===== src/rtl/mqtt_rx_pkg.sv =====
package mqtt_rx_pkg;

  typedef enum logic [2:0] {
    PH_HDR   = 3'd0,
    PH_LEN   = 3'd1,
    PH_TLEN  = 3'd2,
    PH_TOPIC = 3'd3,
    PH_PAY   = 3'd4,
    PH_OTHER = 3'd5,
    PH_DROP  = 3'd6
  } phase_t;

  localparam logic [2:0] ROLE_HEADER  = 3'd0;
  localparam logic [2:0] ROLE_LENGTH  = 3'd1;
  localparam logic [2:0] ROLE_TLEN    = 3'd2;
  localparam logic [2:0] ROLE_TOPIC   = 3'd3;
  localparam logic [2:0] ROLE_PAYLOAD = 3'd4;
  localparam logic [2:0] ROLE_OTHER   = 3'd5;
  localparam logic [2:0] ROLE_DROPPED = 3'd6;

  localparam logic [2:0] EV_NONE        = 3'd0;
  localparam logic [2:0] EV_CONN_OK     = 3'd1;
  localparam logic [2:0] EV_CONN_REFUSE = 3'd2;
  localparam logic [2:0] EV_BAD_LENGTH  = 3'd3;
  localparam logic [2:0] EV_BAD_PUBLISH = 3'd4;

  localparam logic [3:0] TYPE_CONNACK = 4'h2;
  localparam logic [3:0] TYPE_PUBLISH = 4'h3;

  localparam int unsigned LEN_W   = 28;
  localparam int unsigned TOPIC_W = 16;

endpackage


===== src/rtl/mqtt_receive_deframer_unit.sv =====
// MQTT 3.1.1 receive deframer: one received byte in, one tagged byte out, at up to one
// byte per clock while the output is not stalled. Each byte is captured in an input
// register, parsed combinationally against the packet state and presented in an output
// register; a stalled output holds the byte in the input register, and the parse state
// is updated as the byte moves to the output register. Every result carries the byte's
// role, the current packet type, end of packet, the connected flag, CONNACK and error
// events, the PUBLISH topic length once known and the decoded remaining length.
module mqtt_receive_deframer_unit
  import mqtt_rx_pkg::*;
(
  input  logic                 clk,
  input  logic                 rst_n,
  input  logic                 in_valid,
  output logic                 in_ready,
  input  logic [7:0]           in_rx_byte,
  output logic                 out_valid,
  input  logic                 out_ready,
  output logic [7:0]           out_data_byte,
  output logic [2:0]           out_byte_role,
  output logic [3:0]           out_packet_type,
  output logic                 out_end_of_packet,
  output logic                 out_link_up,
  output logic [2:0]           out_event_res,
  output logic [7:0]           out_refusal_code,
  output logic [TOPIC_W-1:0]   out_topic_size,
  output logic [LEN_W-1:0]     out_body_size
);

  logic               in_valid_r;
  logic [7:0]         in_byte_r;
  logic               out_valid_r;
  logic               advance;

  phase_t             phase_r, phase_nxt;
  logic [3:0]         type_r, type_nxt;
  logic [LEN_W-1:0]   accum_r, accum_nxt;
  logic [1:0]         lbc_r, lbc_nxt;
  logic [LEN_W-1:0]   body_left_r, body_left_nxt;
  logic [1:0]         body_pos_r, body_pos_nxt;
  logic [TOPIC_W-1:0] topic_len_r, topic_len_nxt;
  logic [TOPIC_W-1:0] topic_left_r, topic_left_nxt;
  logic               conn_r, conn_nxt;

  logic [LEN_W-1:0]   len_part;
  logic [LEN_W-1:0]   body_dec;
  logic               body_byte;
  logic [2:0]         role;
  logic [2:0]         ev;
  logic [7:0]         code;
  logic               eop;
  logic [7:0]         b;

  assign advance   = in_valid_r && (!out_valid_r || out_ready);
  assign in_ready  = !in_valid_r || advance;
  assign out_valid = out_valid_r;
  assign b         = in_byte_r;
  assign body_dec  = body_left_r - LEN_W'(1);

  always_comb begin
    case (lbc_r)
      2'd0:    len_part = {21'b0, b[6:0]};
      2'd1:    len_part = {14'b0, b[6:0], 7'b0};
      2'd2:    len_part = {7'b0, b[6:0], 14'b0};
      default: len_part = {b[6:0], 21'b0};
    endcase
  end

  always_comb begin
    phase_nxt      = phase_r;
    type_nxt       = type_r;
    accum_nxt      = accum_r;
    lbc_nxt        = lbc_r;
    body_left_nxt  = body_left_r;
    body_pos_nxt   = body_pos_r;
    topic_len_nxt  = topic_len_r;
    topic_left_nxt = topic_left_r;
    conn_nxt       = conn_r;
    role           = ROLE_HEADER;
    ev             = EV_NONE;
    code           = 8'd0;
    eop            = 1'b0;
    body_byte      = 1'b0;
    case (phase_r)
      PH_LEN: begin
        role      = ROLE_LENGTH;
        accum_nxt = accum_r | len_part;
        if (b[7]) begin
          if (lbc_r == 2'd3) begin
            ev        = EV_BAD_LENGTH;
            phase_nxt = PH_HDR;
          end else begin
            lbc_nxt = lbc_r + 2'd1;
          end
        end else begin
          body_left_nxt = accum_nxt;
          body_pos_nxt  = 2'd0;
          if (accum_nxt == '0) begin
            eop       = 1'b1;
            phase_nxt = PH_HDR;
            if (type_r == TYPE_CONNACK) begin
              ev = EV_CONN_REFUSE;
            end else if (type_r == TYPE_PUBLISH) begin
              ev = EV_BAD_PUBLISH;
            end
          end else if (type_r == TYPE_PUBLISH) begin
            if (accum_nxt < LEN_W'(2)) begin
              ev        = EV_BAD_PUBLISH;
              phase_nxt = PH_DROP;
            end else begin
              phase_nxt = PH_TLEN;
            end
          end else begin
            phase_nxt = PH_OTHER;
          end
        end
      end
      PH_TLEN: begin
        role          = ROLE_TLEN;
        body_byte     = 1'b1;
        body_left_nxt = body_dec;
        if (body_pos_r == 2'd0) begin
          topic_len_nxt = {b, 8'h00};
          body_pos_nxt  = 2'd1;
        end else begin
          topic_len_nxt = topic_len_r | {8'h00, b};
          body_pos_nxt  = 2'd2;
          if ({12'b0, topic_len_nxt} > body_dec) begin
            ev        = EV_BAD_PUBLISH;
            phase_nxt = PH_DROP;
          end else begin
            topic_left_nxt = topic_len_nxt;
            phase_nxt      = (topic_len_nxt != '0) ? PH_TOPIC : PH_PAY;
          end
        end
      end
      PH_TOPIC: begin
        role           = ROLE_TOPIC;
        body_byte      = 1'b1;
        body_left_nxt  = body_dec;
        topic_left_nxt = topic_left_r - TOPIC_W'(1);
        if (topic_left_nxt == '0) begin
          phase_nxt = PH_PAY;
        end
      end
      PH_PAY: begin
        role          = ROLE_PAYLOAD;
        body_byte     = 1'b1;
        body_left_nxt = body_dec;
      end
      PH_DROP: begin
        role          = ROLE_DROPPED;
        body_byte     = 1'b1;
        body_left_nxt = body_dec;
      end
      PH_OTHER: begin
        role      = ROLE_OTHER;
        body_byte = 1'b1;
        if (type_r == TYPE_CONNACK) begin
          if (body_pos_r == 2'd1) begin
            if (b == 8'd0) begin
              conn_nxt = 1'b1;
              ev       = EV_CONN_OK;
            end else begin
              ev   = EV_CONN_REFUSE;
              code = b;
            end
          end else if (body_pos_r == 2'd0 && body_left_r == LEN_W'(1)) begin
            ev = EV_CONN_REFUSE;
          end
        end
        if (body_pos_r < 2'd2) begin
          body_pos_nxt = body_pos_r + 2'd1;
        end
        body_left_nxt = body_dec;
      end
      default: begin
        role           = ROLE_HEADER;
        type_nxt       = b[7:4];
        accum_nxt      = '0;
        lbc_nxt        = 2'd0;
        body_left_nxt  = '0;
        body_pos_nxt   = 2'd0;
        topic_len_nxt  = '0;
        topic_left_nxt = '0;
        phase_nxt      = PH_LEN;
      end
    endcase
    if (body_byte && body_left_nxt == '0) begin
      eop       = 1'b1;
      phase_nxt = PH_HDR;
    end
  end

  always_ff @(posedge clk) begin
    if (!rst_n) begin
      in_valid_r   <= 1'b0;
      out_valid_r  <= 1'b0;
      phase_r      <= PH_HDR;
      type_r       <= 4'd0;
      accum_r      <= '0;
      lbc_r        <= 2'd0;
      body_left_r  <= '0;
      body_pos_r   <= 2'd0;
      topic_len_r  <= '0;
      topic_left_r <= '0;
      conn_r       <= 1'b0;
    end else begin
      if (in_ready) begin
        in_valid_r <= in_valid;
      end
      if (advance) begin
        out_valid_r  <= 1'b1;
        phase_r      <= phase_nxt;
        type_r       <= type_nxt;
        accum_r      <= accum_nxt;
        lbc_r        <= lbc_nxt;
        body_left_r  <= body_left_nxt;
        body_pos_r   <= body_pos_nxt;
        topic_len_r  <= topic_len_nxt;
        topic_left_r <= topic_left_nxt;
        conn_r       <= conn_nxt;
      end else if (out_ready) begin
        out_valid_r <= 1'b0;
      end
    end
  end

  always_ff @(posedge clk) begin
    if (in_ready && in_valid) begin
      in_byte_r <= in_rx_byte;
    end
    if (advance) begin
      out_data_byte     <= b;
      out_byte_role     <= role;
      out_packet_type   <= type_nxt;
      out_end_of_packet <= eop;
      out_link_up       <= conn_nxt;
      out_event_res     <= ev;
      out_refusal_code  <= code;
      out_topic_size    <= (type_nxt == TYPE_PUBLISH && body_pos_nxt == 2'd2) ?
                           topic_len_nxt : '0;
      out_body_size     <= accum_nxt;
    end
  end

endmodule

===== config.mk =====
export PLATFORM = sky130hd
export DESIGN_NAME = mqtt_receive_deframer_unit
export DESIGN_NICKNAME = d
export VERILOG_FILES = /design/src/rtl/mqtt_rx_pkg.sv /design/src/rtl/mqtt_receive_deframer_unit.sv
export SDC_FILE = /design/constraint.sdc
export NUM_CORES = 1
export LEC_CHECK = 0
export ABC_CLOCK_PERIOD_IN_PS = 4200
export BUFFER_PORTS_ARGS = -buffer_cell sky130_fd_sc_hd__buf_2
export CAP_MARGIN = 10
export CORE_AREA = 2 2 200 123
export DETAILED_ROUTE_END_ITERATION = 6
export DIE_AREA = 0 0 202 125
export PLACE_DENSITY_LB_ADDON = 0.3
export SLEW_MARGIN = 0
export SYNTH_ARGS = -nofsm -noshare
export SYNTH_HDL_FRONTEND = slang
export SYNTH_SLANG_ARGS = --single-unit

===== constraint.sdc =====
create_clock -name clk -period 4.2 [get_ports clk]
set_input_delay 0 -clock clk [delete_from_list [all_inputs] [get_ports clk]]
set_output_delay 0 -clock clk [all_outputs]
set_load 0.02 [all_outputs]

==> flow_summary.json, run 1 <==
{
  "status": "complete, no violations",
  "min_period_over_period": 0.9311,
  "wl_mm": 32.80,
  "antenna_found_initial": 0,
  "nets": 1249,
  "fmax_mhz": 255.7,
  "arrival_ps": 4220,
  "synth_top_area_frac": 0.2418,
  "grt_overflow": 0,
  "yosysWarnings": 0,
  "finalSetupTns_ps": 0,
  "syn2layout_area_growth_pct": 15.19,
  "synthFlopType": "dfxtp_1",
  "hp-class": "input port to flop",
  "tightest_slew_ps": 1101,
  "p_leak_uw": 0.004215,
  "post-route-min-period_ps": 3910,
  "drv_slew": 0,
  "grt_pass1_vias": 8367,
  "grt_pass1_wl_mm": 50.56,
  "cp_data_required_time_ps": 4510,
  "fill_cells": 2254,
  "crit_slowest_cell": "nor4_4",
  "insertedDiodeCount": 0,
  "dr_total_vias": 9264,
  "slew_headroom": 0.2589,
  "synth_seq_area_share": 0.4473,
  "synth_edf_count": 80,
  "dieHeight_microns": 125,
  "clock_latency_ps": 450,
  "postCtsSetupRepairBufs": 0,
  "ys_types": 76,
  "cts_max_level": 4,
  "route.detailed.vias_per_inst": 5.996,
  "finalSetupViolCount": 0,
  "routedWlPerCell_microns": 21.23,
  "rsz0062_at_grt": "false",
  "clock_sinks": 182,
  "ys_top_cells_by_area": "edfxtp_1, dfxtp_1, nor2_1",
  "cp-endpoint": "topic_left_r[15]",
  "drt_iter0_drc": 1234,
  "placementRows": 44,
  "clock_skew_ps": 12.66,
  "drive_above_1_share": 0.1562,
  "multiInputGateArea_sq_mm": 0.005031,
  "r2r_end": "topic_left_r[15]",
  "clk_root_buffer_cell": "clkbuf_16",
  "dieArea_sq_mm": 0.02525,
  "r2r_slack_ps": 290,
  "finalWeightedCongestion": 1.004,
  "firstDrtPassIters": 6,
  "path_max_fanout": 16,
  "p_per_area_mw_per_mm2": 379.3,
  "max_stage_delay_ps": 490,
  "ant_nets": 0,
  "cts_buffer_depth": 2,
  "place_hpwl_mm": 23.05,
  "synth_cells": 1147,
  "startpoint": "body_left_r[0]",
  "cts_tree": "built",
  "post_synth.cell_area_avg_sq_um": 8.662,
  "worstSetupStartpointType": "flop",
  "drc_errors": 0,
  "timing.rr.start": "body_left_r[0]",
  "ys_top_cells_by_count": "nor2_1, nand2_1, a21oi_1, dfxtp_1, edfxtp_1",
  "vdd_drop_max_mv": 0.2960,
  "path_clk_slew_ps": 70,
  "path_cells": "nor4_4 > nand3_2 > or3_1 > xnor2_1 > ha_1 > nand4_1 > nor4_2 > a21oi_1 > nand4_1 > o31ai_1 > a2111o_2 > buf_4 > a221oi_1 > nor3_2",
  "endpoint_kind": "flop",
  "r2r_cells": 14,
  "async_reset_ff_frac": 0,
  "start_util": 0.4207,
  "final-hold-violation-count": 0,
  "grt_max_degree": 64,
  "yosysTopAreaCell": "edfxtp_1",
  "synth_nets": 1186,
  "die_w_microns": 202,
  "core_sq_mm": 0.02362,
  "synth_seq_cells": 182,
  "cts_buffers": 17,
  "worst-setup-path-type": "flop to flop",
  "io_pins": 86,
  "numPortBuffers": 85,
  "yosys.cell_count.top_type": "nor2_1",
  "cp_common_cell": "nand4_1",
  "finalInstanceArea_sq_mm": 0.01144,
  "seqCellArea_sq_mm": 0.004444,
  "dpl_cell_area_sq_mm": 0.01070,
  "max_cap_viol_count": 0,
  "groute.usage.overall": 0.2606,
  "finalPower_uw": 4341,
  "synth_area_sq_mm": 0.009936
}
metal layers:
metal	GRT usage	wire length, microns	vias to the layer above
met5	0	0	-
met4	0.06185	387	0
met3	0.1035	4579	24
met2	0.3297	12480	551
met1	0.4024	15350	4370
li1	-	-	4319
worst min path at each step:
stage / slack, ps / from / end / depth (start not counted)
6_report: 270 / in_rx_byte[0] / b[0] / 2
5_1_grt: 270 / in_rx_byte[3] / b[3] / 2
4_1_cts: 250 / in_rx_byte[0] / b[0] / 2
3_5_place_dp: 180 / in_rx_byte[7] / b[7] / 1
3_3_place_gp: 180 / in_rx_byte[0] / b[0] / 1
2_1_floorplan: 100 / in_rx_byte[0] / b[0] / 0
flip-flops by register name, indices dropped and copies added (netlist names), 3 cells and up:
| register | flops |
|---|---|
| out_body_size | 28 |
| out_byte_role | 3 |
| topic_left_r | 16 |
| phase_r | 3 |
| topic_len_r | 16 |
| body_left_r | 28 |
| out_packet_type | 4 |
| out_data_byte | 8 |
| out_event_res | 3 |
| type_r | 4 |
| accum_r | 28 |
| out_topic_size | 16 |
| out_refusal_code | 8 |
| b | 8 |
layout make-up:
cell class | instances | area share
Tap cell | 322 | 0.03520
Clock inverter | 13 | 0.01465
Multi-Input combinational cell | 843 | 0.4396
Clock buffer | 19 | 0.03870
Sequential cell | 182 | 0.3883
Inverter | 30 | 0.01028
Timing Repair Buffer | 136 | 0.07325
cell usage in the layout (no fill, tap or decap), drive strengths merged, types with 5 or more instances in the layout:
cell	n
nor4	23
or4	9
a211oi	34
clkbuf	19
nor3	39
a221oi	5
and3	5
o31ai	7
nand4	15
nor4b	7
a22o	8
o32ai	9
xor2	14
xnor2	14
and2	11
or3	6
a21o	9
ha	27
nand2	110
buf	124
nor2b	10
clkinv	6
a22oi	31
nand2b	11
o21ai	45
inv	33
dlygate4sd3	12
edfxtp	80
o22ai	13
dfxtp	102
mux2i	7
a31oi	19
o211ai	5
nor2	183
nand3	16
a21oi	102
per-stage QoR:
stage / worst slack (ps) / utilization / std cells / hold WS [ps]
finish: 289.5 / 0.4846 / 1545 / 270.3
global route: 13.01 / 0.4846 / 1545 / 265.8
CTS: 212.5 / 0.4839 / 1545 / 246.4
detailed placement: 240.0 / 0.4530 / 1501 / 180.3
global placement: 402.8 / 0.4530 / 1501 / 179.8
floorplan: 350.6 / - / 1147 / 98.87
where the power goes:
group	internal, uW	switching (uW)	total (uW)
Sequential	1900	51.1	1950
Combinational	225	474	700
Clock	913	777	1690
Total	3040	1300	4340
cell families after synthesis:
kind of cell               synth area share
adders and majority gates           0.03400
and+or+nand+nor                      0.2318
xor gates and xnor gates            0.02468
DFF                                  0.4473
muxes                              0.008186
buffers and inverters               0.04873
AOI/OAI and AO/OA                    0.2053
repair_timing:
action | in CTS | in global routing
hold buffers | 12 | 0
endpoints found under the setup margin | 0 | 7
gates resized for setup | 0 | 4
hold endpoints to repair | 17 | 0
critical path: cells and delay by family (launching register included):
| family | cells | cell delay (ps) |
|---|---|---|
| AO/OA/AOI/OAI | 4 | 950 |
| adder cells (fa/ha/maj) | 1 | 290 |
| AND/OR/NAND/NOR | 7 | 1770 |
| flip-flops | 1 | 380 |
| buffers and inverters | 1 | 200 |
| XOR/XNOR | 1 | 150 |
Power figures use the tool's default switching activity.
==> run 2, diff against run 1 <==
ABC_CLOCK_PERIOD_IN_PS = default   (was 4200)
PLACE_DENSITY_LB_ADDON = default   (was 0.3)
RECOVER_POWER = 25   (was default)
==> flow_summary.json, run 2 (synthesis results as in run 1) <==
{
  "status": "complete, no violations",
  "path_max_fanout": 16,
  "hp-class": "input port to flop",
  "cp_data_required_time_ps": 4480,
  "pwr-share-clk": 0.380,
  "max_stage_delay_ps": 520,
  "clock_skew_ps": 13.78,
  "drive_above_1_share": 0.09462,
  "place_hpwl_mm": 23.36,
  "p_seq_frac": 0.458,
  "grt_max_degree": 74,
  "final-hold-violation-count": 0,
  "cts_buffers": 17,
  "final_common_cell": "nor2_1",
  "die_w_microns": 202,
  "finalSetupViolCount": 0,
  "route.detailed.vias_per_inst": 6.043,
  "p_per_area_mw_per_mm2": 375.3,
  "switchingPower_uw": 1298,
  "endpoint_kind": "flop",
  "place_ws_ps": 60.52,
  "path_clk_slew_ps": 80,
  "antenna_found_initial": 0,
  "worst-setup-path-type": "flop to flop",
  "groute.usage.overall": 0.2594,
  "worstSetupStartpointType": "flop",
  "ant_nets": 0,
  "drv_slew": 0,
  "clk_root_buffer_cell": "clkbuf_16",
  "dieArea_sq_mm": 0.02525,
  "core_sq_mm": 0.02362,
  "cts_max_level": 4,
  "finalInstanceArea_sq_mm": 0.01136,
  "start_util": 0.4207,
  "numPortBuffers": 85,
  "p_leak_uw": 0.003995,
  "finalSetupTns_ps": 0,
  "placementRows": 44,
  "final_cell_mix": "nor2_1, nand2_1, a21oi_1, dfxtp_1, edfxtp_1",
  "p_sw_frac": 0.3045,
  "firstDrtPassIters": 6,
  "comb_power_share": 0.162,
  "nets": 1252,
  "insertedDiodeCount": 0,
  "cts_tree": "built",
  "finalWeightedCongestion": 0.9418,
  "dr_total_vias": 9354,
  "grt_overflow": 0,
  "finalPower_uw": 4264,
  "tightest_slew_ps": 1328,
  "io_pins": 86,
  "path_cells": "inv_1 > ha_1 > nor3b_4 > nand3_2 > nor2_4 > xnor2_1 > ha_1 > a21oi_1 > nand2_1 > a221oi_1 > o211a_1 > o31ai_1 > a2111o_2 > buf_4 > o21ai_1 > a21oi_1",
  "fmax_mhz": 256.9,
  "slew_headroom": 0.1147,
  "grt_pass1_wl_mm": 50.19,
  "vdd_drop_max_mv": 0.2948,
  "drt_iter0_drc": 1406,
  "worst_slack_ps": 306.7,
  "crit_slowest_cell": "a2111o_2",
  "dieHeight_microns": 125,
  "wl_mm": 32.93,
  "routedWlPerCell_microns": 21.28,
  "dpl_cell_area_sq_mm": 0.01070,
  "post-route-min-period_ps": 3893,
  "clock_sinks": 182,
  "cts_buffer_depth": 2,
  "internal_power_uw": 2965,
  "grt_pass1_vias": 8220,
  "syn2layout_area_growth_pct": 14.34,
  "clock_latency_ps": 450,
  "arrival_ps": 4180,
  "max_cap_viol_count": 0,
  "largestRegisters": "accum_r: 28 flops, body_left_r: 28 flops, out_body_size: 28 flops",
  "min_period_over_period": 0.9270,
  "drc_errors": 0
}
## run 2: routing by layer
metal,vias to the layer above,track usage,wire [microns]
met5,-,0,0
met4,0,0.07007,682
met3,51,0.05761,3616
met2,516,0.3438,12850
met1,4457,0.4133,15790
li1,4330,-,-
## run 2: area by class of cell
cell class / instances / area, sq um
multi-input cells: 843 / 5034
fillers: 2284 / 12260
flip-flops and latches: 182 / 4444
inverters: 30 / 117.6
clock inverters: 15 / 162.7
well taps: 322 / 402.9
repair buffers: 139 / 774.5
clock buffers: 17 / 425.4
## run 2: worst paths after layout
path / from / endpoint / slack (ps) / cells after the start
setup / recovery: body_left_r[0] / topic_left_r[2] / 310 / 16
hold / removal: in_rx_byte[3] / b[3] / 260 / 2
setup reg to reg: body_left_r[0] / topic_left_r[2] / 310 / 16
hold reg to reg: conn_r / conn_r / 470 / 2
## run 2: metrics by stage
stage,hold slack (ps),util,instances
floorplan,98.87,-,1147
global placement,178.0,0.4532,1500
detailed placement,182.9,0.4532,1500
CTS,254.7,0.4832,1544
global route,258.4,0.4810,1548
finish,264.4,0.4810,1548
## run 2: timing repair
action,CTS,global route
hold buffers,12,0
endpoints found under the hold margin,15,0
endpoints found under the setup margin,0,16
setup buffers,0,4
resized for setup,0,4
## run 2: worst max-delay path, delay by kind of cell, from the launching register on
family,cells,cell delay (ps)
buffers and inverters,2,370
DFF,1,380
AOI/OAI and AO/OA,7,1450
and+or+nand+nor,4,800
xor gates and xnor gates,1,150
adders and majority gates,2,560
## run 2: power by group through the flow
stage | registers [uW] | clock network [uW] | logic (uW)
detailed placement | 1990 | 0 | 660
finish | 1950 | 1620 | 690
global route | 1960 | 1710 | 743
global placement | 1990 | 0 | 659
floorplan | 2010 | 0 | 427
CTS | 1950 | 1640 | 673
==> run 3, diff against run 2 <==
BUFFER_PORTS_ARGS = default   (was -buffer_cell sky130_fd_sc_hd__buf_2)
DONT_BUFFER_PORTS = 1   (was default)
==> flow_summary.json, run 3 (synthesis results as in run 1) <==
{
  "finalWeightedCongestion": 0.9980,
  "grt_pass1_vias": 7945,
  "placementRows": 44,
  "p_leak_uw": 0.003842,
  "path_clk_slew_ps": 80,
  "drt_iter0_drc": 1559,
  "vdd_drop_max_mv": 0.2751,
  "drive_above_1_share": 0.08867,
  "cts_buffer_depth": 2,
  "multiInputGateArea_sq_mm": 0.005050,
  "nets": 1165,
  "final-hold-violation-count": 0,
  "r2r_end": "topic_left_r[4]",
  "routedWlPerCell_microns": 22.64,
  "wl_mm": 33.07,
  "die_w_microns": 202,
  "final_core_util": 0.4653,
  "start_util": 0.4207,
  "final_cell_mix": "nor2_1, nand2_1, a21oi_1, dfxtp_1, edfxtp_1",
  "dieHeight_microns": 125,
  "place_hpwl_mm": 22.97,
  "grt_overflow": 0,
  "r2r_cells": 14,
  "rsz0062_at_grt": "false",
  "cp_data_required_time_ps": 4500,
  "dieArea_sq_mm": 0.02525,
  "p_per_area_mw_per_mm2": 386.7,
  "fill_cells": 2239,
  "largestRegisters": "accum_r: 28 flops, body_left_r: 28 flops, out_body_size: 28 flops",
  "min_from": "in_valid",
  "tightest_slew_ps": 1332,
  "holdPathEnd": "b[3]",
  "drc_errors": 4,
  "path_max_fanout": 10,
  "numPortBuffers": 0,
  "postCtsSetupRepairBufs": 0,
  "worstSetupStartpointType": "flop",
  "insertedDiodeCount": 0,
  "hp-class": "input port to flop",
  "syn2layout_area_growth_pct": 10.60,
  "clock_sinks": 182,
  "finalPower_uw": 4250,
  "dr_total_vias": 8959,
  "post-route-min-period_ps": 3889,
  "clock_skew_ps": 11.98,
  "max_cap_viol_count": 0,
  "clock_latency_ps": 440,
  "slew_headroom": 0.1118,
  "grt_max_degree": 90,
  "route.detailed.vias_per_inst": 6.132,
  "firstDrtPassIters": 7,
  "final_common_cell": "nor2_1",
  "cts_max_level": 4,
  "ant_nets": 0,
  "core_sq_mm": 0.02362,
  "min_period_over_period": 0.9260,
  "io_pins": 86,
  "arrival_ps": 4190,
  "cts_buffers": 17,
  "groute.usage.overall": 0.2566,
  "clk_root_buffer_cell": "clkbuf_16",
  "grt_pass1_wl_mm": 49.07,
  "timing.rr.start": "body_left_r[4]",
  "worst-setup-path-type": "flop to flop",
  "r2r_slack_ps": 310,
  "status": "finished with violations",
  "finalSetupTns_ps": 0,
  "fmax_mhz": 257.1,
  "seqCellArea_sq_mm": 0.004444,
  "antenna_found_initial": 0,
  "min_path_cells": 1,
  "cts_tree": "built",
  "violations": "DRC",
  "drv_slew": 0,
  "finalSetupViolCount": 0,
  "endpoint_kind": "flop"
}
-- run 3: how the worst max path moves through the flow --
stage	startpoint	endpoint	slack, ps	depth (start not counted)
after floorplan	out_valid	out_body_size[0]	350	6
after global placement	body_left_r[0]	topic_left_r[15]	350	15
after detailed placement	body_left_r[4]	topic_left_r[15]	240	13
after CTS	body_left_r[4]	topic_left_r[15]	230	13
after global routing	body_left_r[0]	topic_left_r[15]	50	15
final	body_left_r[4]	topic_left_r[4]	310	14
-- run 3: critical path, stage by stage (launching register included) --
cell	delay, ps
dfxtp_1	420
nor4_4	440
nand3_2	150
buf_4	210
nor2_1	190
xnor2_1	130
ha_1	340
nand4_1	160
nor4_2	350
nand2_1	90
o211a_1	150
o31ai_2	440
a2111o_1	440
nand2b_1	160
a21oi_1	60
-- run 3: power by group --
group	internal, uW	switching [uW]
registers	1900	89.8
clock network	842	782
logic	205	429
-- run 3: what timing repair did --
action | CTS | global route
resized for setup | 0 | 3
hold endpoints to repair | 24 | 0
endpoints found under the setup margin | 0 | 16
hold buffers | 12 | 0
-- run 3: routing by layer --
metal	up-vias	GRT usage	routed length (microns)
li1	4138	-	-
met1	4278	0.4093	15830
met2	486	0.3317	12930
met3	57	0.06830	3674
met4	0	0.06661	629
met5	-	0	0
-- run 3: layout make-up --
type,instances,area share
clock buffers,19,0.03939
clock inverters,13,0.01309
inverters,30,0.01070
multi-input cells,845,0.4595
flip-flops and latches,182,0.4044
well taps,322,0.03666
repair buffers,50,0.03621
-- run 3: stage by stage --
| step | worst slack, ps | std cells | hold slack (ps) | cell area (sq um) |
|---|---|---|---|---|
| final | 310.8 | 1461 | 179.6 | 10990 |
| after global routing | 52.21 | 1461 | 165.2 | 10990 |
| after CTS | 225.0 | 1459 | 172.1 | 10960 |
| after detailed placement | 243.2 | 1415 | 98.96 | 10260 |
| after global placement | 347.9 | 1415 | 98.93 | 10260 |
| after floorplan | 350.6 | 1147 | 98.87 | 9936 |
